[src/design/lsrns_pkg.sv]
package lsrns_pkg;

  localparam int MAX_ELEMENTS = 1024;
  localparam int LEAF_W       = $clog2(MAX_ELEMENTS);
  localparam int NODE_W       = LEAF_W + 1;
  localparam int LVL_W        = $clog2(LEAF_W + 1);
  localparam int VALUE_W      = 16;
  localparam int SUM_W        = VALUE_W + LEAF_W + 1;
  localparam int OUT_W        = 26;
  localparam int CNT_W        = 11;
  localparam int CMDQ_DEPTH   = 2;  // power of two

  localparam logic [CNT_W-1:0] COUNT_RESET = CNT_W'(MAX_ELEMENTS);
  localparam logic signed [SUM_W-1:0] OUT_MAX = SUM_W'(2**(OUT_W-1) - 1);
  localparam logic signed [SUM_W-1:0] OUT_MIN = SUM_W'(-(2**(OUT_W-1)));

  typedef enum logic [1:0] {
    OP_LOAD  = 2'd0,
    OP_FLIP  = 2'd1,
    OP_QUERY = 2'd2,
    OP_NONE  = 2'd3
  } op_t;

  typedef enum logic [1:0] {
    CMD_LOAD,
    CMD_FLIP,
    CMD_QUERY,
    CMD_ZERO
  } cmd_kind_t;

  typedef struct packed {
    cmd_kind_t                kind;
    logic [LEAF_W-1:0]        lo;
    logic [LEAF_W-1:0]        hi;
    logic signed [SUM_W-1:0]  value;
  } cmd_t;

  // one entry per internal node p: both child sums and both child flip tags
  typedef struct packed {
    logic [1:0]            f;
    logic [1:0][SUM_W-1:0] x;
  } entry_t;

  typedef logic [LVL_W-1:0] lvl_t;

  // ancestor of a leaf at a given level (root is level 0)
  function automatic logic [NODE_W-1:0] path_node(input logic [LEAF_W-1:0] leaf,
                                                  input lvl_t lvl);
    lvl_t sh;
    sh = LVL_W'(LEAF_W) - lvl;
    return {1'b1, leaf} >> sh;
  endfunction

  function automatic logic [LEAF_W-1:0] span_lo(input logic [NODE_W-1:0] node,
                                                input lvl_t lvl);
    logic [NODE_W-1:0] t;
    lvl_t sh;
    sh = LVL_W'(LEAF_W) - lvl;
    t  = node << sh;
    return t[LEAF_W-1:0];
  endfunction

  function automatic logic covered(input logic [NODE_W-1:0] node, input lvl_t lvl,
                                   input logic [LEAF_W-1:0] a,
                                   input logic [LEAF_W-1:0] b);
    logic [LEAF_W-1:0] lo;
    logic [LEAF_W-1:0] hi;
    lo = span_lo(node, lvl);
    hi = lo | ({LEAF_W{1'b1}} >> lvl);
    return (a <= lo) && (hi <= b);
  endfunction

  function automatic logic signed [OUT_W-1:0] sat_sum(input logic signed [SUM_W-1:0] s);
    logic signed [OUT_W-1:0] r;
    if (s > OUT_MAX) begin
      r = OUT_MAX[OUT_W-1:0];
    end else if (s < OUT_MIN) begin
      r = OUT_MIN[OUT_W-1:0];
    end else begin
      r = s[OUT_W-1:0];
    end
    return r;
  endfunction

endpackage

[src/design/lsrns_cmd_fifo.sv]
module lsrns_cmd_fifo (
  input  logic            clk,
  input  logic            rst,
  input  logic            push,
  input  lsrns_pkg::cmd_t push_cmd,
  input  logic            pop,
  output logic            full,
  output logic            empty,
  output lsrns_pkg::cmd_t head
);
  import lsrns_pkg::*;

  localparam int PTR_W = (CMDQ_DEPTH > 1) ? $clog2(CMDQ_DEPTH) : 1;

  cmd_t             slots [CMDQ_DEPTH];
  logic [PTR_W-1:0] wr_ptr;
  logic [PTR_W-1:0] rd_ptr;
  logic [PTR_W:0]   count;

  assign full  = count == (PTR_W+1)'(CMDQ_DEPTH);
  assign empty = count == '0;
  assign head  = slots[rd_ptr];

  always_ff @(posedge clk) begin
    if (push && !full) begin
      slots[wr_ptr] <= push_cmd;
    end
  end

  always_ff @(posedge clk) begin
    if (rst) begin
      wr_ptr <= '0;
      rd_ptr <= '0;
      count  <= '0;
    end else begin
      if (push && !full) begin
        wr_ptr <= wr_ptr + 1'b1;
      end
      if (pop && !empty) begin
        rd_ptr <= rd_ptr + 1'b1;
      end
      count <= count + (PTR_W+1)'(push && !full) - (PTR_W+1)'(pop && !empty);
    end
  end

endmodule

[config.mk]
export PLATFORM = sky130hd
export DESIGN_NAME = lsrns_cmd_fifo
export DESIGN_NICKNAME = d
export VERILOG_FILES = /design/src/design/lsrns_pkg.sv /design/src/design/lsrns_cmd_fifo.sv
export SDC_FILE = /design/constraint.sdc
export NUM_CORES = 1
export LEC_CHECK = 0
export BUFFER_PORTS_ARGS = -buffer_cell sky130_fd_sc_hd__buf_2
export CAP_MARGIN = 5
export CORE_ASPECT_RATIO = 0.7
export CORE_MARGIN = 5
export CORE_UTILIZATION = 51
export CTS_CLUSTER_DIAMETER = 50
export DETAILED_ROUTE_END_ITERATION = 10
export GPL_TIMING_DRIVEN = 0
export PLACE_DENSITY = 0.78
export SETUP_SLACK_MARGIN = 0.15
export SLEW_MARGIN = 5
export SYNTH_ARGS = -nofsm -noshare
export SYNTH_HDL_FRONTEND = slang
export SYNTH_SLANG_ARGS = --single-unit
[constraint.sdc]
create_clock -name clk -period 2.6 [get_ports clk]
set_input_delay 0.26 -clock clk [delete_from_list [all_inputs] [get_ports clk]]
set_output_delay 0.26 -clock clk [all_outputs]
set_load 0.005 [all_outputs]
After elaboration in Yosys (flattened, before gate mapping)
Memories as Yosys holds them, arrays and structs flattened. A register that Yosys moved wholly into a read port is not among the register bits.
Cells that the tools add are included.
{"block": "totals", "mem_count": 1, "output_inout_bits": 51, "ramBits": 98, "ff_bits": 4, "in_bits": 53}
{"block": "classes", "n_mux": 4, "add_sub_neg": 4, "eq_ne": 1, "reduce_logical": 5}
{"name": "slots", "depth": 2, "word_bits": 49, "read_ports": 1, "rd_clocked_by_memory_dff": 1, "wr": 1, "line_no": "lsrns_cmd_fifo.sv:15", "rtl": "cmd_t slots [CMDQ_DEPTH];"}
{"cell": "1-bit two-way mux", "n": 4}
{"cell": "1-bit adder, second input constant", "n": 2}
{"cell": "2-bit by 1-bit adder with 2-bit output", "n": 1}
{"cell": "2-bit == test, second input constant", "n": 1}
{"cell": "1-bit logical AND", "n": 2}
{"cell": "1-bit zero test", "n": 2}
{"cell": "2-bit zero test", "n": 1}
{"cell": "2-bit by 1-bit subtractor with 2-bit output", "n": 1}

Longest topological paths before layout
{"block": "depth", "word_depth": 5, "depth_mapped": 8, "depth_no_buf": 8}

Least setup slack after synthesis
No wires, ideal clock.
{"block": "synth_timing", "path_kind": "reg-to-reg", "startpoint": "reg count[0]", "endpoint": "mem slots[0][0] in the netlist's numbering, enable pin", "n_path_buf": 0, "stages_incl_launch_ff": 5, "slack_ns": 0.380, "arrival_time_ns": 1.817, "period_less_slack_ns": 2.220, "path_cell_list": "dfxtp_1 > nand2b_2 > inv_2 > or3_1 > inv_1"}
{"block": "synth_between", "elab_chain_cells": 5}
{"element": "start, declared", "line_no": "lsrns_cmd_fifo.sv:18", "rtl": "logic [PTR_W:0] count;"}
{"element": "start signal, assigned", "line_no": "lsrns_cmd_fifo.sv:42", "rtl": "count <= count + (PTR_W+1)'(push && !full) - (PTR_W+1)'(pop && !empty);"}
{"element": "2-bit == test", "line_no": "lsrns_cmd_fifo.sv:20", "rtl": "assign full = count == (PTR_W+1)'(CMDQ_DEPTH);"}
{"element": "net full", "line_no": "lsrns_cmd_fifo.sv:7", "rtl": "output logic full,"}
{"element": "1-bit zero test", "line_no": "lsrns_cmd_fifo.sv:25", "rtl": "if (push && !full) begin"}
{"element": "1-bit logical AND", "line_no": "lsrns_cmd_fifo.sv:25"}
{"element": "1-bit two-way mux", "line_no": "lsrns_cmd_fifo.sv:25"}
{"element": "1-bit two-way mux (not written as such)", "line_no": "lsrns_cmd_fifo.sv:26", "rtl": "slots[wr_ptr] <= push_cmd;"}
{"element": "end, declared", "line_no": "lsrns_cmd_fifo.sv:15"}
The timed path passes the listed nets, and every way through them passes these cells.

Worst setup path in the final report
{"block": "layout_timing", "startpoint": "reg count[0]", "endpoint": "mem slots[1][7] in the netlist's numbering, enable pin"}
{"block": "layout_between", "elab_chain_cells": 5}
{"element": "2-bit == test", "line_no": "lsrns_cmd_fifo.sv:20"}
{"element": "1-bit zero test", "line_no": "lsrns_cmd_fifo.sv:25"}
{"element": "1-bit logical AND", "line_no": "lsrns_cmd_fifo.sv:25"}
{"element": "1-bit two-way mux", "line_no": "lsrns_cmd_fifo.sv:25"}
{"element": "1-bit two-way mux (not written as such)", "line_no": "lsrns_cmd_fifo.sv:26"}
Every way passes these cells.

==> impl_summary.txt <==
----------------------------------------------------
[Clock tree]
  H-tree levels ... 3
  Register clock-pin slew on the reported worst setup and hold paths ... 0.10 ns
  Cts bufs inserted ... 9
  Setup bufs post-CTS ... 0
  Insertion delay to the later sink of the worst-skew pair ... 0.36 ns
  Maximum count of clock buffers along a single path ... 2
  Clock tree from TritonCTS ... built
  Quantity of hold-fixing buffers added after cts ... 0
  Clock Tree Root ... sky130_fd_sc_hd__clkbuf_8
  Clock Sink Count ... 103
  Total of cells resized after clock tree synthesis ... 0

[Finish]
  Antenna Diode Count ... 0
  Final-stage net count ... 349
  Core Util, Final ... 63.4%
  Syn-to-layout area delta ... 22.2%
  Share of post-route cells with drive strength above 1 ... 59.2%

[Flow run]
  Max_cap viols ... 0

[Setup path]
  Slowest cell on the critical path ... sky130_fd_sc_hd__and3_2
  Critical path data required time ... 2.57 ns
  Startpoint-to-endpoint class of the critical path ... reg2reg
  Worst-path cell chain ... nand2b_2 -> and3_2
  Gate family responsible for the most delay along the worst path ... simple AND/OR/NAND/NOR gates
  Crit path buffers/inverters ... 0
  Type of destination of the critical path ... flop
  Worst Path Max Fanout ... 49
  Type of origin of the critical path ... flop
  Arr. time, crit path ... 1.90 ns
  Biggest cell delay along the critical path ... 0.99 ns

[Logic synthesis]
  Compound-cell area share of the yosys netlist ... 0.466%
  Count of different cell masters after synthesis ... 22
  Largest area contributor in the netlist ... sky130_fd_sc_hd__edfxtp_1
  Mux contribution to synthesized area ... 14.7%
  Number of flops mapped to enable cells by yosys ... 98
  Commonest cells in the netlist ... sky130_fd_sc_hd__edfxtp_1 (98), sky130_fd_sc_hd__mux2_2 (49), sky130_fd_sc_hd__dfxtp_1 (5)
  Synth Net Count ... 234
  Number of standard cells after synthesis ... 179
  Proportion of netlist area held by the largest area contributor ... 78.2%
  Biggest area contributors in the synthesized netlist ... sky130_fd_sc_hd__edfxtp_1 (78%), sky130_fd_sc_hd__mux2_2 (15%), sky130_fd_sc_hd__dfxtp_1 (2.7%)
  Adder and majority gate portion of the synthesized area ... 0.665%
  Proportion of synthesized chip area in sequential cells ... 80.9%
  Share of synthesized flip-flops with an asynchronous set or reset ... 0%
  Mean post-synth cell area ... 21.0 um^2
  Largest family of logic cells by synthesized area ... multiplexers
  Synth Cell Area ... 3760 um^2
  Most frequently used cell type in the post-synthesis netlist ... sky130_fd_sc_hd__edfxtp_1
  Flip-flop and latch count after synthesis ... 103
  Top flip-flop cell by instance count after synthesis ... sky130_fd_sc_hd__edfxtp_1
  Post-synthesis share of cell area spent on and, or, nand and nor gates ... 1.56%
  Synthesized-area fraction occupied by xor and xnor cells ... 0.466%
  YS warnings ... 0

[Power]
  Clk network pwr share ... 21.5%
  Switching part of the total power ... 27.2%
  Part of the total power dissipated in combinational logic ... 26.6%
  Peak supply drop ... 0.459 mV
  Total power draw ... 4.20 mW
  Internal power ... 3.05 mW
  Total leakage power ... 1.75 nW
  Relative contribution of sequential cells to total power ... 52.0%
  PwrDens ... 913 nW/um^2
  Switching Power ... 1.14 mW

[STA]
  Min Tclk post-route ... 1.93 ns
  Count of endpoints failing setup in the final report ... 0
  Final-report hold violation count ... 0
  Setup repair after global routing missed its margin ... no
  Worst Slack Setup Final ... 0.666 ns
  Fmax achieved ... 517 MHz
  Final Max Slew Viols ... 0
  Actual transition at the worst max-transition pin ... 1.19 ns
  Worst Skew ... 0.00957 ns
  Period Utilization, post-route ... 74.4%
  Relative max-transition margin ... 20.6%

[Detailed routing]
  Antenna violation net count after detailed routing ... 0
  Drc violations ... 0
  Via Count ... 1,960
  Total wirelength of the detailed-routed design ... 6.38 mm
  Via density per instance ... 4.94
  Starting DRC count in detailed routing ... 70
  Wirelength per Cell ... 16.1 um
  First drt pass iteration count ... 4

[Die]
  Placeable core region ... 7250 um^2
  Number of cell rows ... 26
  Starting density of the core ... 51.9%
  Ports placed on the boundary ... 104
  Area of the die ... 9220 um^2
  Width of the chip ... 113 um
  Die boundary height ... 81.9 um

[Place]
  Global placer's final weighted congestion ... 0.738
  Port buffer count ... 103
  Placed wire-length estimate after detailed placement ... 4.29 mm
  Worst setup slack after placement ... 0.636 ns

[Status]
  Run status ... complete, no violations

[Global routing]
  Wire length of the first global-routing pass ... 9.76 mm
  Aggregate global-route resource usage ... 14.2%
  Number of antenna violations at the first check in global routing ... 1
  Largest net degree at the start of global routing ... 50
  Global-route congestion overflow total ... 0
  Number of global-route vias before repair ... 2,081

[Min path]
  Hold/Removal Path Class ... in2reg

----------------------------------------------------
-- power groups by stage --
stage	Sequential, mW	Clock [mW]	Combinational, mW
after floorplan	2.20	0	0.669
after global placement	2.22	0	1.11
after detailed placement	2.22	0	1.13
after CTS	2.18	0.934	1.14
after global routing	2.20	1.01	1.24
final	2.18	0.901	1.12
-- cells in the final DEF (no fill, tap or decap), types with 2 or more instances in the layout --
| cell | netlist | final |
|---|---|---|
| sky130_fd_sc_hd__mux2_2 | 49 | 49 |
| sky130_fd_sc_hd__nor2_1 | 4 | 4 |
| sky130_fd_sc_hd__ha_1 | 2 | 2 |
| sky130_fd_sc_hd__inv_2 | 1 | 2 |
| sky130_fd_sc_hd__inv_6 | 0 | 3 |
| sky130_fd_sc_hd__edfxtp_1 | 98 | 98 |
| sky130_fd_sc_hd__inv_1 | 3 | 2 |
| sky130_fd_sc_hd__clkbuf_8 | 0 | 9 |
| sky130_fd_sc_hd__buf_2 | 3 | 106 |
| sky130_fd_sc_hd__dfxtp_1 | 5 | 5 |
-- final timing paths --
check	end	cells past startpoint	start	slack, ns
worst max register to register	slots[1][7]	2	count[0]	0.67
worst min register to register	wr_ptr	2	wr_ptr	0.50
worst min-delay path	slots[1][24]	1	push_cmd[24]	0.08
worst max-delay path	slots[1][7]	2	count[0]	0.67
-- worst register-to-register path, cell delays in order (launching register included) --
cell	delay (ns)
sky130_fd_sc_hd__dfxtp_1	0.38
sky130_fd_sc_hd__nand2b_2	0.16
sky130_fd_sc_hd__and3_2	0.99
-- final cells by class --
type                    instances  area, um^2
fillers                       539        2660
multi-input cells              67         671
inverters                       4        15.0
flip-flops and latches        103        3040
clock buffers                   9         124
well taps                      98         123
clock inverters                 7        53.8
repair buffers                104         536
plain buffers                   5        33.8
-- state kept, by name, indices dropped and copies added (netlist names), named ones only --
name	cells
rd_ptr	1
wr_ptr	1
slots	98
count	2
-- kinds of logic after synthesis --
| group | after synthesis |
|---|---|
| multiplexers | 49 |
| flip-flops | 103 |
| AND/OR/NAND/NOR | 11 |
| adder cells (fa/ha/maj) | 2 |
| buffers and inverters | 9 |
| AO/OA/AOI/OAI | 3 |
| XOR/XNOR | 2 |
-- stage by stage --
| stage | cells | TNS [ns] | hold WS (ns) | area [um^2] |
|---|---|---|---|---|
| 6_report | 397 | 0 | 0.0824 | 4600 |
| 5_1_grt | 397 | 0 | 0.0462 | 4600 |
| 4_1_cts | 397 | 0 | 0.0536 | 4600 |
| 3_5_place_dp | 381 | 0 | 0.451 | 4420 |
| 3_3_place_gp | 380 | -9.40 | 0.447 | 4400 |
| 2_1_floorplan | 179 | 0 | 0.329 | 3760 |
-- routing by layer --
| metal | vias to the layer above | track usage [%] | part of all wire (%) |
|---|---|---|---|
| met5 | - | 0 | 0.16 |
| met3 | 10 | 6.70 | 9.6 |
| li1 | 920 | - | - |
| met1 | 948 | 17.2 | 42 |
| met4 | 2 | 4.80 | 1.3 |
| met2 | 80 | 22.8 | 47 |
Power figures use the tool's default switching activity.
