## src/design/lsrns_pkg.sv

```systemverilog
package lsrns_pkg;

  localparam int MAX_ELEMENTS = 1024;
  localparam int LEAF_W       = $clog2(MAX_ELEMENTS);
  localparam int NODE_W       = LEAF_W + 1;
  localparam int LVL_W        = $clog2(LEAF_W + 1);
  localparam int VALUE_W      = 16;
  localparam int SUM_W        = VALUE_W + LEAF_W + 1;
  localparam int OUT_W        = 26;
  localparam int CNT_W        = 11;
  localparam int CMDQ_DEPTH   = 2;  // power of two

  localparam logic [CNT_W-1:0] COUNT_RESET = CNT_W'(MAX_ELEMENTS);
  localparam logic signed [SUM_W-1:0] OUT_MAX = SUM_W'(2**(OUT_W-1) - 1);
  localparam logic signed [SUM_W-1:0] OUT_MIN = SUM_W'(-(2**(OUT_W-1)));

  typedef enum logic [1:0] {
    OP_LOAD  = 2'd0,
    OP_FLIP  = 2'd1,
    OP_QUERY = 2'd2,
    OP_NONE  = 2'd3
  } op_t;

  typedef enum logic [1:0] {
    CMD_LOAD,
    CMD_FLIP,
    CMD_QUERY,
    CMD_ZERO
  } cmd_kind_t;

  typedef struct packed {
    cmd_kind_t                kind;
    logic [LEAF_W-1:0]        lo;
    logic [LEAF_W-1:0]        hi;
    logic signed [SUM_W-1:0]  value;
  } cmd_t;

  // one entry per internal node p: both child sums and both child flip tags
  typedef struct packed {
    logic [1:0]            f;
    logic [1:0][SUM_W-1:0] x;
  } entry_t;

  typedef logic [LVL_W-1:0] lvl_t;

  // ancestor of a leaf at a given level (root is level 0)
  function automatic logic [NODE_W-1:0] path_node(input logic [LEAF_W-1:0] leaf,
                                                  input lvl_t lvl);
    lvl_t sh;
    sh = LVL_W'(LEAF_W) - lvl;
    return {1'b1, leaf} >> sh;
  endfunction

  function automatic logic [LEAF_W-1:0] span_lo(input logic [NODE_W-1:0] node,
                                                input lvl_t lvl);
    logic [NODE_W-1:0] t;
    lvl_t sh;
    sh = LVL_W'(LEAF_W) - lvl;
    t  = node << sh;
    return t[LEAF_W-1:0];
  endfunction

  function automatic logic covered(input logic [NODE_W-1:0] node, input lvl_t lvl,
                                   input logic [LEAF_W-1:0] a,
                                   input logic [LEAF_W-1:0] b);
    logic [LEAF_W-1:0] lo;
    logic [LEAF_W-1:0] hi;
    lo = span_lo(node, lvl);
    hi = lo | ({LEAF_W{1'b1}} >> lvl);
    return (a <= lo) && (hi <= b);
  endfunction

  function automatic logic signed [OUT_W-1:0] sat_sum(input logic signed [SUM_W-1:0] s);
    logic signed [OUT_W-1:0] r;
    if (s > OUT_MAX) begin
      r = OUT_MAX[OUT_W-1:0];
    end else if (s < OUT_MIN) begin
      r = OUT_MIN[OUT_W-1:0];
    end else begin
      r = s[OUT_W-1:0];
    end
    return r;
  endfunction

endpackage

```

## src/design/lsrns_front.sv

```systemverilog
module lsrns_front (
  input  logic                                clk,
  input  logic                                rst,
  input  logic                                start,
  input  logic [1:0]                          op,
  input  logic [lsrns_pkg::LEAF_W-1:0]        range_low,
  input  logic [lsrns_pkg::LEAF_W-1:0]        range_high,
  input  logic signed [lsrns_pkg::VALUE_W-1:0] element_value,
  input  logic                                cfg_wr,
  input  logic [lsrns_pkg::CNT_W-1:0]         cfg_wdata,
  input  logic                                q_full,
  input  logic                                back_clearing,
  output logic                                busy,
  output logic                                push,
  output lsrns_pkg::cmd_t                     push_cmd,
  output logic                                clr_req
);
  import lsrns_pkg::*;

  logic [CNT_W-1:0] element_count;
  logic [CNT_W-1:0] n_eff;
  logic             load_ok;

  always_ff @(posedge clk) begin
    if (rst) begin
      element_count <= COUNT_RESET;
    end else if (cfg_wr) begin
      element_count <= cfg_wdata;
    end
  end

  always_comb begin
    if (element_count == '0) begin
      n_eff = CNT_W'(1);
    end else if (element_count > CNT_W'(MAX_ELEMENTS)) begin
      n_eff = CNT_W'(MAX_ELEMENTS);
    end else begin
      n_eff = element_count;
    end
  end

  // elements at or above the count (a count of zero acts as one) are never loaded
  // and so stay zero; ranges need no clipping
  assign load_ok = CNT_W'(range_low) < n_eff;
  assign busy    = q_full | back_clearing;
  assign clr_req = cfg_wr;

  always_comb begin
    push           = 1'b0;
    push_cmd.kind  = CMD_ZERO;
    push_cmd.lo    = range_low;
    push_cmd.hi    = range_high;
    push_cmd.value = SUM_W'(element_value);
    if (start && !busy) begin
      unique case (op_t'(op))
        OP_LOAD: begin
          push          = load_ok;
          push_cmd.kind = CMD_LOAD;
          push_cmd.hi   = range_low;
        end
        OP_FLIP: begin
          push          = range_low <= range_high;
          push_cmd.kind = CMD_FLIP;
        end
        OP_QUERY: begin
          push          = 1'b1;
          push_cmd.kind = (range_low <= range_high) ? CMD_QUERY : CMD_ZERO;
        end
        default: ;
      endcase
    end
  end

endmodule

```

## config.mk

```make
export PLATFORM = sky130hd
export DESIGN_NAME = lsrns_front
export DESIGN_NICKNAME = d
export VERILOG_FILES = /design/src/design/lsrns_pkg.sv /design/src/design/lsrns_front.sv
export SDC_FILE = /design/constraint.sdc
export NUM_CORES = 1
export LEC_CHECK = 0
export ABC_AREA = 1
export BUFFER_PORTS_ARGS = -buffer_cell sky130_fd_sc_hd__buf_2
export CORE_AREA = 2 2 71 73
export CTS_CLUSTER_DIAMETER = 50
export DETAILED_ROUTE_END_ITERATION = 12
export DIE_AREA = 0 0 73 75
export GPL_TIMING_DRIVEN = 0
export MAX_ROUTING_LAYER = met4
export SLEW_MARGIN = 20
export SYNTH_ARGS = -nofsm -noshare
export SYNTH_HDL_FRONTEND = slang
export SYNTH_SLANG_ARGS = --single-unit
export TNS_END_PERCENT = 50
```

## constraint.sdc

```tcl
create_clock -name clk -period 2.1 [get_ports clk]
set_input_delay 0.105 -clock clk [delete_from_list [all_inputs] [get_ports clk]]
set_output_delay 0.105 -clock clk [all_outputs]
set_load 0.05 [all_outputs]
```

After elaboration in Yosys (flattened, before gate mapping) --
Cells that the tools add are included.
Word-level totals: register bits 11, bits of input ports 55, output and inout bits 52, logic and storage cells 20
Operators by class: magnitude comparators 3, equality and inequality tests 2, muxes and demuxes 9, bitwise operators 1, reductions and logical operators 4
Operator list (number):
- $mux 11 | 2
- $mux 10 | 2
- $gt 11x11->1 const B | 1
- $logic_not 11->1 | 1
- $lt 10x11->1 | 1
- $le 10x10->1 | 1
- $pmux 2 s3 | 1
- $pmux 1 s3 | 1
- $eq 2x1->1 const B | 1
- $eq 2x2->1 const B | 1
- $logic_not 2->1 | 1
- $mux 1 | 2
- $mux 2 | 1
- $logic_and 1x1->1 | 1
- $logic_not 1->1 | 1
- $or 1x1->1 | 1

Longest topological paths before layout --
Gate-level depths: netlist (run 1).
depth in word-level cells 6, mapped depth 12, gate-level depth less buffers 12

Least setup slack after synthesis (run 1) --
No wires, ideal clock.
kind register to output, start point reg element_count[8], end point out push, data arrival time 2.427 ns, data required time 1.995 ns, setup slack -0.432 ns, stages on the path, launching flop included 10, path buffers 0, cells stage by stage dfxtp_1 -> or2_4 -> o31ai_4 -> nand2_1 -> ha_1 -> a21oi_1 -> o21ai_0 -> a21oi_2 -> nand2_1 -> a21oi_1
On the way: cells in the longest elaborated chain, start to end 6, elaborated cells on any way between the ends 7, classes of those cells order compare: 2; mux: 4; reduce/logical: 1
Ends and longest elaborated chain:
- start, declared | RTL line lsrns_front.sv:20 | logic [CNT_W-1:0] element_count;
- start signal, assigned | RTL line lsrns_front.sv:28 | element_count <= cfg_wdata;
- $gt 11x11->1 | RTL line lsrns_front.sv:35 | end else if (element_count > CNT_W'(MAX_ELEMENTS)) begin
- $mux 11 | RTL line lsrns_front.sv:35
- $mux 11 * | RTL line lsrns_front.sv:33 | if (element_count == '0) begin
- $lt 10x11->1 * | RTL line lsrns_front.sv:44 | assign load_ok = CNT_W'(range_low) < n_eff;
- $pmux 1 s3 * | RTL line lsrns_front.sv:55 | unique case (op_t'(op))
- $mux 1 * | RTL line lsrns_front.sv:54 | if (start && !busy) begin
- end, declared | RTL line lsrns_front.sv:14 | output logic push,
Every way passes the cells marked *; elsewhere a longest branch is shown, timed or not.

Final worst setup path (run 1) --
start point reg element_count[4], end point out push
The elaborated chain is that of the path after synthesis.

==> results.md, run 1 <==
* Most common cell after layout, fill and taps aside: buf_2
* Tot GR Track Use at 0.1256
* Status: finished, violations left
* P per Cell Area at 469.3 nW/µm²
* Total CTS buffers at 3
* H-tree levels at 1
* Drt drc at 0
* DRT antenna net count at 0
* Fin crit share at 1.127
* Synth warnings at 0
* Worst hold slack at 70.08 ps
* Final Cell Area at 2107 µm²
* Routed WL at 3572 µm
* # nets final at 388
* Diodes inserted at 0
* CTS tree: yes
* Final hold viol count at 0
* Grt ovf at 0
* End of the worst hold path: element_count[10]
* Sequential-to-total area share from yosys stat at 0.1590
* Clk slew on worst S/H paths at 50 ps
* Crit-path max FO at 5
* Synth area leader: buf_4
* WL/cell at 9.733 µm
* Final HPWL DP at 3019 µm
* Setup Crit Path Kind: flop to primary output
* Synth top area share at 0.2060
* Min Tclk post-route at 2367 ps
* Slew @ Worst Pin at 463.6 ps
* R2r endpoint: element_count[9]
* Cts hold-fix bufs at 0
* Net Count, Synth at 287
* Crit Reg-Reg Startpoint: element_count[9]
* Sink Count at 11
* Arr. time, crit path at 2260 ps
* Routed vias/inst at 4.311
* Synth top area cells: buf_4, ha_1, dfxtp_1
* Post-Synthesis Cells at 213
* RSZ-0062 raised after global routing: yes
* Pwr Total at 0.0009887 W
* Final setup violation count at 1
* Reg2Reg Depth at 3
* # port buffers at 90
* Area after DPL at 1914 µm²
* Synthesis-to-finish area growth at 52.12%
* Critical Path End Type: primary output
* Initial antenna violation count at 0
* Largest registers: element_count: 11 flops
* Max_cap viols at 0
* Commonest cells after routing, fill and taps aside: buf_2, buf_4, nor2_1
* Hold-critical path depth at 3
* Top reg by flops: element_count
* Worst hold path type: primary input to flop
* Starting Density at 0.2972
* Vias at 1582
* Final WS setup at -267.3 ps
* CP startpoint kind: flop
* Synthesized cell area at 1385 µm²
* Share of cells above drive strength 1 at 0.5463
* First-pass GRT wire length at 5430 µm
* Die height at 75 µm
* Root Driver: clkbuf_8
* Vias in the first global route at 1306
* Pin count of the biggest net entering global routing at 13
* Max reg flops at 11
* Failing checks: setup timing
* Synth cell types at 22
* Flop2flop setup slack at 1350 ps
* Worst EP required at 2000 ps
* Synthesized flop and latch total at 11
* Final Max Tran Viols at 0
* Worst IR drop on VDD at 0.0003739 V
* Total core area at 4661 µm²
* Leakage power at 1.162 nW
* Maximum clock insertion buffer count at 2
* Drt first pass iters at 4
* RePlAce Congestion at 0.7416
* Die area at 5475 µm²
* Syn Area/Cell at 6.503 µm²
* Worst-skew pair later-pin latency at 240 ps
* Filler Cell Count at 498
* Worst Skew at 0 ps
* I/O pin cnt at 107
* Achievable clock frequency at 0.4224 GHz
* Max transition margin at 0.6909
* Initial DRC count at 29
* Worst Hold Launch: rst
* Die Span X at 73 µm
* # rows at 25
==> worst max path at each step <==
| stage | start | to | slack (ps) | cells past startpoint |
|---|---|---|---|---|
| floorplan | element_count[5] | push | 20 | 10 |
| global placement | element_count[5] | push | -210 | 11 |
| detailed placement | element_count[5] | push | -250 | 11 |
| CTS | element_count[9] | push | -400 | 10 |
| global route | element_count[7] | push | -400 | 12 |
| finish | element_count[4] | push | -270 | 12 |
==> layout make-up <==
| type | count | area, µm² | area share |
|---|---|---|---|
| Buffer | 41 | 296.5 | 0.1407 |
| Clock buffer | 3 | 41.29 | 0.01960 |
| Clock inverter | 1 | 5.005 | 0.002375 |
| Inverter | 21 | 78.83 | 0.03741 |
| Multi-Input combinational cell | 140 | 883.3 | 0.4192 |
| Sequential cell | 11 | 229.0 | 0.1087 |
| Tap cell | 54 | 67.56 | 0.03207 |
| Timing Repair Buffer | 96 | 505.5 | 0.2399 |
==> per-layer routing <==
metal	vias up	GRT usage	share of wire
met5	-	-	0
met4	0	0.04321	0.0059
met3	2	0.006693	0.077
met2	69	0.2222	0.50
met1	664	0.1517	0.41
li1	847	-	-
==> logic make-up (layout without fill, tap and decap cells) <==
logic type / Yosys count / in the layout / share of synthesized area
adders and majority gates: 19 / 19 / 0.1716
DFF: 11 / 11 / 0.1590
AOI/OAI and AO/OA: 39 / 39 / 0.1590
and+or+nand+nor: 82 / 82 / 0.2394
buffers and inverters: 62 / 162 / 0.2710
==> through the flow <==
step,setup TNS [ps],cells,setup slack (ps),utilization
global placement,-210.5,357,-210.5,0.4107
floorplan,0,213,15.87,-
finish,-267.3,367,-267.3,0.4521
CTS,-397.8,364,-397.8,0.4279
detailed placement,-254.2,357,-254.2,0.4107
global route,-398.4,367,-398.4,0.4521
==> what timing repair did <==
| action | CTS | global route |
|---|---|---|
| gates resized for setup | 5 | 20 |
| buffers inserted | 3 | 3 |
| pin swaps | 9 | 17 |
| gates cloned | 0 | 0 |
| setup endpoints to repair | 1 | 1 |
| endpoints found under the hold margin | 0 | 0 |
==> cell usage after synthesis, drive strengths merged <==
cell / count
ha: 19
nor3: 1
nand2: 34
a21oi: 20
inv: 20
o31ai: 1
o21ai: 16
o211ai: 1
dfxtp: 11
nand4: 2
nand3: 2
nor2: 42
buf: 38
clkinv: 1
o21a: 1
or2: 1
clkbuf: 3
==> power by group <==
part / leakage [nW] / switching (W) / internal [W] / total, W
Sequential: 0.0935 / 0.0000139 / 0.000226 / 0.000240
Combinational: 1.04 / 0.000341 / 0.000193 / 0.000534
Clock: 0.0255 / 0.0000841 / 0.000131 / 0.000215
Total: 1.16 / 0.000439 / 0.000550 / 0.000989
==> worst max-delay path, cell delays in order, from the launching register on <==
cell,delay (ps)
dfxtp_2,330
nor2_2,110
nand2_2,80
o31ai_4,290
buf_6,160
nand2_1,50
ha_1,280
nand2_2,80
o21ai_1,90
a21oi_2,130
nand2_2,80
a21oi_4,160
buf_6,170
Power figures use the tool's default switching activity.
==> run 2: changes to the inputs <==
--- a/config.mk
+++ b/config.mk
@@ -5,14 +5,14 @@
 export SDC_FILE = /design/constraint.sdc
 export NUM_CORES = 1
 export LEC_CHECK = 0
-export ABC_AREA = 1
 export BUFFER_PORTS_ARGS = -buffer_cell sky130_fd_sc_hd__buf_2
-export CORE_AREA = 2 2 71 73
+export CORE_AREA = 2 2 87 47
 export CTS_CLUSTER_DIAMETER = 50
 export DETAILED_ROUTE_END_ITERATION = 12
-export DIE_AREA = 0 0 73 75
+export DIE_AREA = 0 0 89 49
 export GPL_TIMING_DRIVEN = 0
 export MAX_ROUTING_LAYER = met4
+export PLACE_DENSITY = 0.79
 export SLEW_MARGIN = 20
 export SYNTH_ARGS = -nofsm -noshare
 export SYNTH_HDL_FRONTEND = slang
==> run 2 against run 1 <==
Effect of this change: sequential power about the same; largest power group unchanged; the run still ends with setup timing left; fmax grew 4.6%; utilization is 10 points higher; highest routed layer unchanged; sequential share of layout area up 0.15 points; combinational power decreased by 8.2%.
==> results.md, run 2 <==
* Max transition margin at 0.5219
* Post-Synthesis Cells at 166
* Net Count, Synth at 240
* # port buffers at 90
* WL/cell at 11.51 µm
* Number of flops mapped to enable cells by yosys at 0
* Pin count of the biggest net entering global routing at 13
* Min Tclk post-route at 2263 ps
* Sequential-to-total area share from yosys stat at 0.1583
* Top post-synthesis cells by count: buf_4, ha_1, nor2_1, inv_1, dfxtp_1
* Syn Area/Cell at 8.382 µm²
* Worst Path Buf+Inv at 1
* CTS tree: yes
* I/O pin cnt at 107
* Final Cell Area at 2033 µm²
* Synthesis-to-finish area growth at 46.13%
* Initial DRC count at 62
* Worst IR drop on VDD at 0.0002366 V
* Maximum clock insertion buffer count at 2
* Ys async rst share at 0
* Setup TNS at -163.3 ps
* Worst-skew pair later-pin latency at 240 ps
* Synth area leader: buf_4
* # rows at 16
* Crit-path max FO at 11
* Top_reg_cell synth: dfxtp_1
* Worst EP required at 2000 ps
* First-pass GRT wire length at 5630 µm
* Vias in the first global route at 1274
* Starting Density at 0.3777
* Worst hold path type: primary input to flop
* Critical-path top delay cell: or4_1
* Commonest cells after routing, fill and taps aside: buf_2, buf_4, ha_1
* Root Driver: clkbuf_8
* Hold-critical path depth at 2
* Final HPWL DP at 3124 µm
* Final WS setup at -163.3 ps
* Most common cell after layout, fill and taps aside: buf_2
* Die height at 49 µm
* CP startpoint kind: flop
* Failing checks: setup timing
* # nets final at 335
* Max_cap viols at 0
* Worst Hold Launch: cfg_wdata[10]
* Synth top area share at 0.2050
* Drt drc at 0
* P per Cell Area at 464.0 nW/µm²
* Max stage delay on crit path at 470 ps
* Total CTS buffers at 3
* Setup Crit Path Kind: flop to primary output
* Critical Path End Type: primary output
* Achievable clock frequency at 0.4418 GHz
* Share of cells above drive strength 1 at 0.5923
* Placed Cells at 310
* Final Max Tran Viols at 0
* Cell Chain, Critical Path: nand2b_4 -> ha_4 -> a2111oi_4 -> a21oi_1 -> or4_1 -> o211ai_1 -> buf_4
* Fin crit share at 1.078
* DRT antenna net count at 0
* Routed vias/inst at 4.459
* Vias at 1400
* Synth cell types at 31
* Cts hold-fix bufs at 0
* Crit Reg-Reg Startpoint: element_count[10]
* RSZ-0062 raised after global routing: yes
* Die area at 4361 µm²
* Synthesized cell area at 1391 µm²
* Routed WL at 3615 µm
* Drt first pass iters at 4
* Die Span X at 89 µm
* Slew @ Worst Pin at 717.1 ps
* RePlAce Congestion at 0.8426
* Leakage power at 1.088 nW
* Filler Cell Count at 374
* Final setup violation count at 1
* Most frequent cell after synthesis: buf_4
* Reg2Reg Depth at 2
* CP Launch Point: element_count[10]
* Final hold viol count at 0
* Tot GR Track Use at 0.1688
* Diodes inserted at 0
* R2r endpoint: element_count[10]
* Post-Layout Cell Count at 314
* End of the worst hold path: element_count[10]
* Status: finished, violations left
* Synthesized flop and latch total at 11
* Pwr Total at 0.0009434 W
* Total core area at 3684 µm²
* Largest registers: element_count: 11 flops
* Initial antenna violation count at 0
* Max reg flops at 11
* Synth warnings at 0
* Cell family with most CP delay: simple AND/OR/NAND/NOR gates
* Clk slew on worst S/H paths at 50 ps
* Top reg by flops: element_count
* Area after DPL at 1969 µm²
* Synth top area cells: buf_4, ha_1, dfxtp_1
* Grt ovf at 0
* Arr. time, crit path at 2160 ps
* H-tree levels at 1
* Worst Skew at 0 ps
* Sink Count at 11
* Flop2flop setup slack at 1270 ps
-- run 2: cell count changes after synthesis, moves of 3 or more --
cell,previous run,this run
inv_1,17,13
a21oi_1,19,7
nand2_1,32,0
nand2b_1,0,9
mux2i_1,0,10
o21ai_0,14,2
mux2_2,0,10
nor2_1,40,15
a21o_1,0,4
inv_2,3,0
-- run 2: worst max path at each step --
| stage | to | slack, ps | cells past startpoint |
|---|---|---|---|
| floorplan | push | -120 | 7 |
| global placement | push | -110 | 8 |
| detailed placement | push | -120 | 8 |
| CTS | push | -170 | 7 |
| global route | push | -250 | 7 |
| finish | push | -160 | 7 |
-- run 2: power breakdown --
part	internal (W)	leakage, nW	total, W	switching [W]
Combinational	0.000182	0.975	0.000490	0.000308
Sequential	0.000222	0.0910	0.000237	0.0000148
Clock	0.000134	0.0228	0.000217	0.0000831
Total	0.000538	1.09	0.000943	0.000406
-- run 2: stage by stage --
stage               hold slack (ps)  setup WS (ps)  utilization
detailed placement            316.7         -119.5       0.5346
global route                  81.75         -247.5       0.5520
CTS                           70.19         -174.9       0.5520
finish                        77.49         -163.3       0.5520
global placement              318.9         -110.2       0.5346
floorplan                     203.5         -124.9            -
-- run 2: layout make-up --
cell class,count,area (µm²),share of cell area
Timing Repair Buffer,91,460.4,0.2265
Inverter,13,48.80,0.02400
Sequential cell,11,224.0,0.1102
Tap cell,54,67.56,0.03323
Multi-Input combinational cell,101,894.6,0.4400
Clock buffer,4,45.04,0.02215
Buffer,40,292.8,0.1440
-- run 2: kinds of logic (layout without fill, tap and decap cells) --
group	after synthesis	count (layout)	share of synthesized area
mux	20	20	0.1529
simple gates	42	42	0.1718
buf+inv	54	148	0.2482
fa+ha+maj	19	19	0.1709
compound gates	20	20	0.09803
flops	11	11	0.1583
-- run 2: repair_timing --
item | 4_1_cts | 5_1_grt
gates resized for setup | 4 | 1
buffers inserted | 1 | 0
cloned | 0 | 0
pin swaps | 4 | 0
endpoints found under the setup margin | 1 | 1
-- run 2: routing by layer --
layer  track usage  vias to the layer above  wire length [µm]
met5             -                        -                 0
met2        0.2463                       52              1519
li1              -                      730                 -
met3       0.04061                        9               250
met1        0.2332                      609              1782
met4       0.04478                        0                62
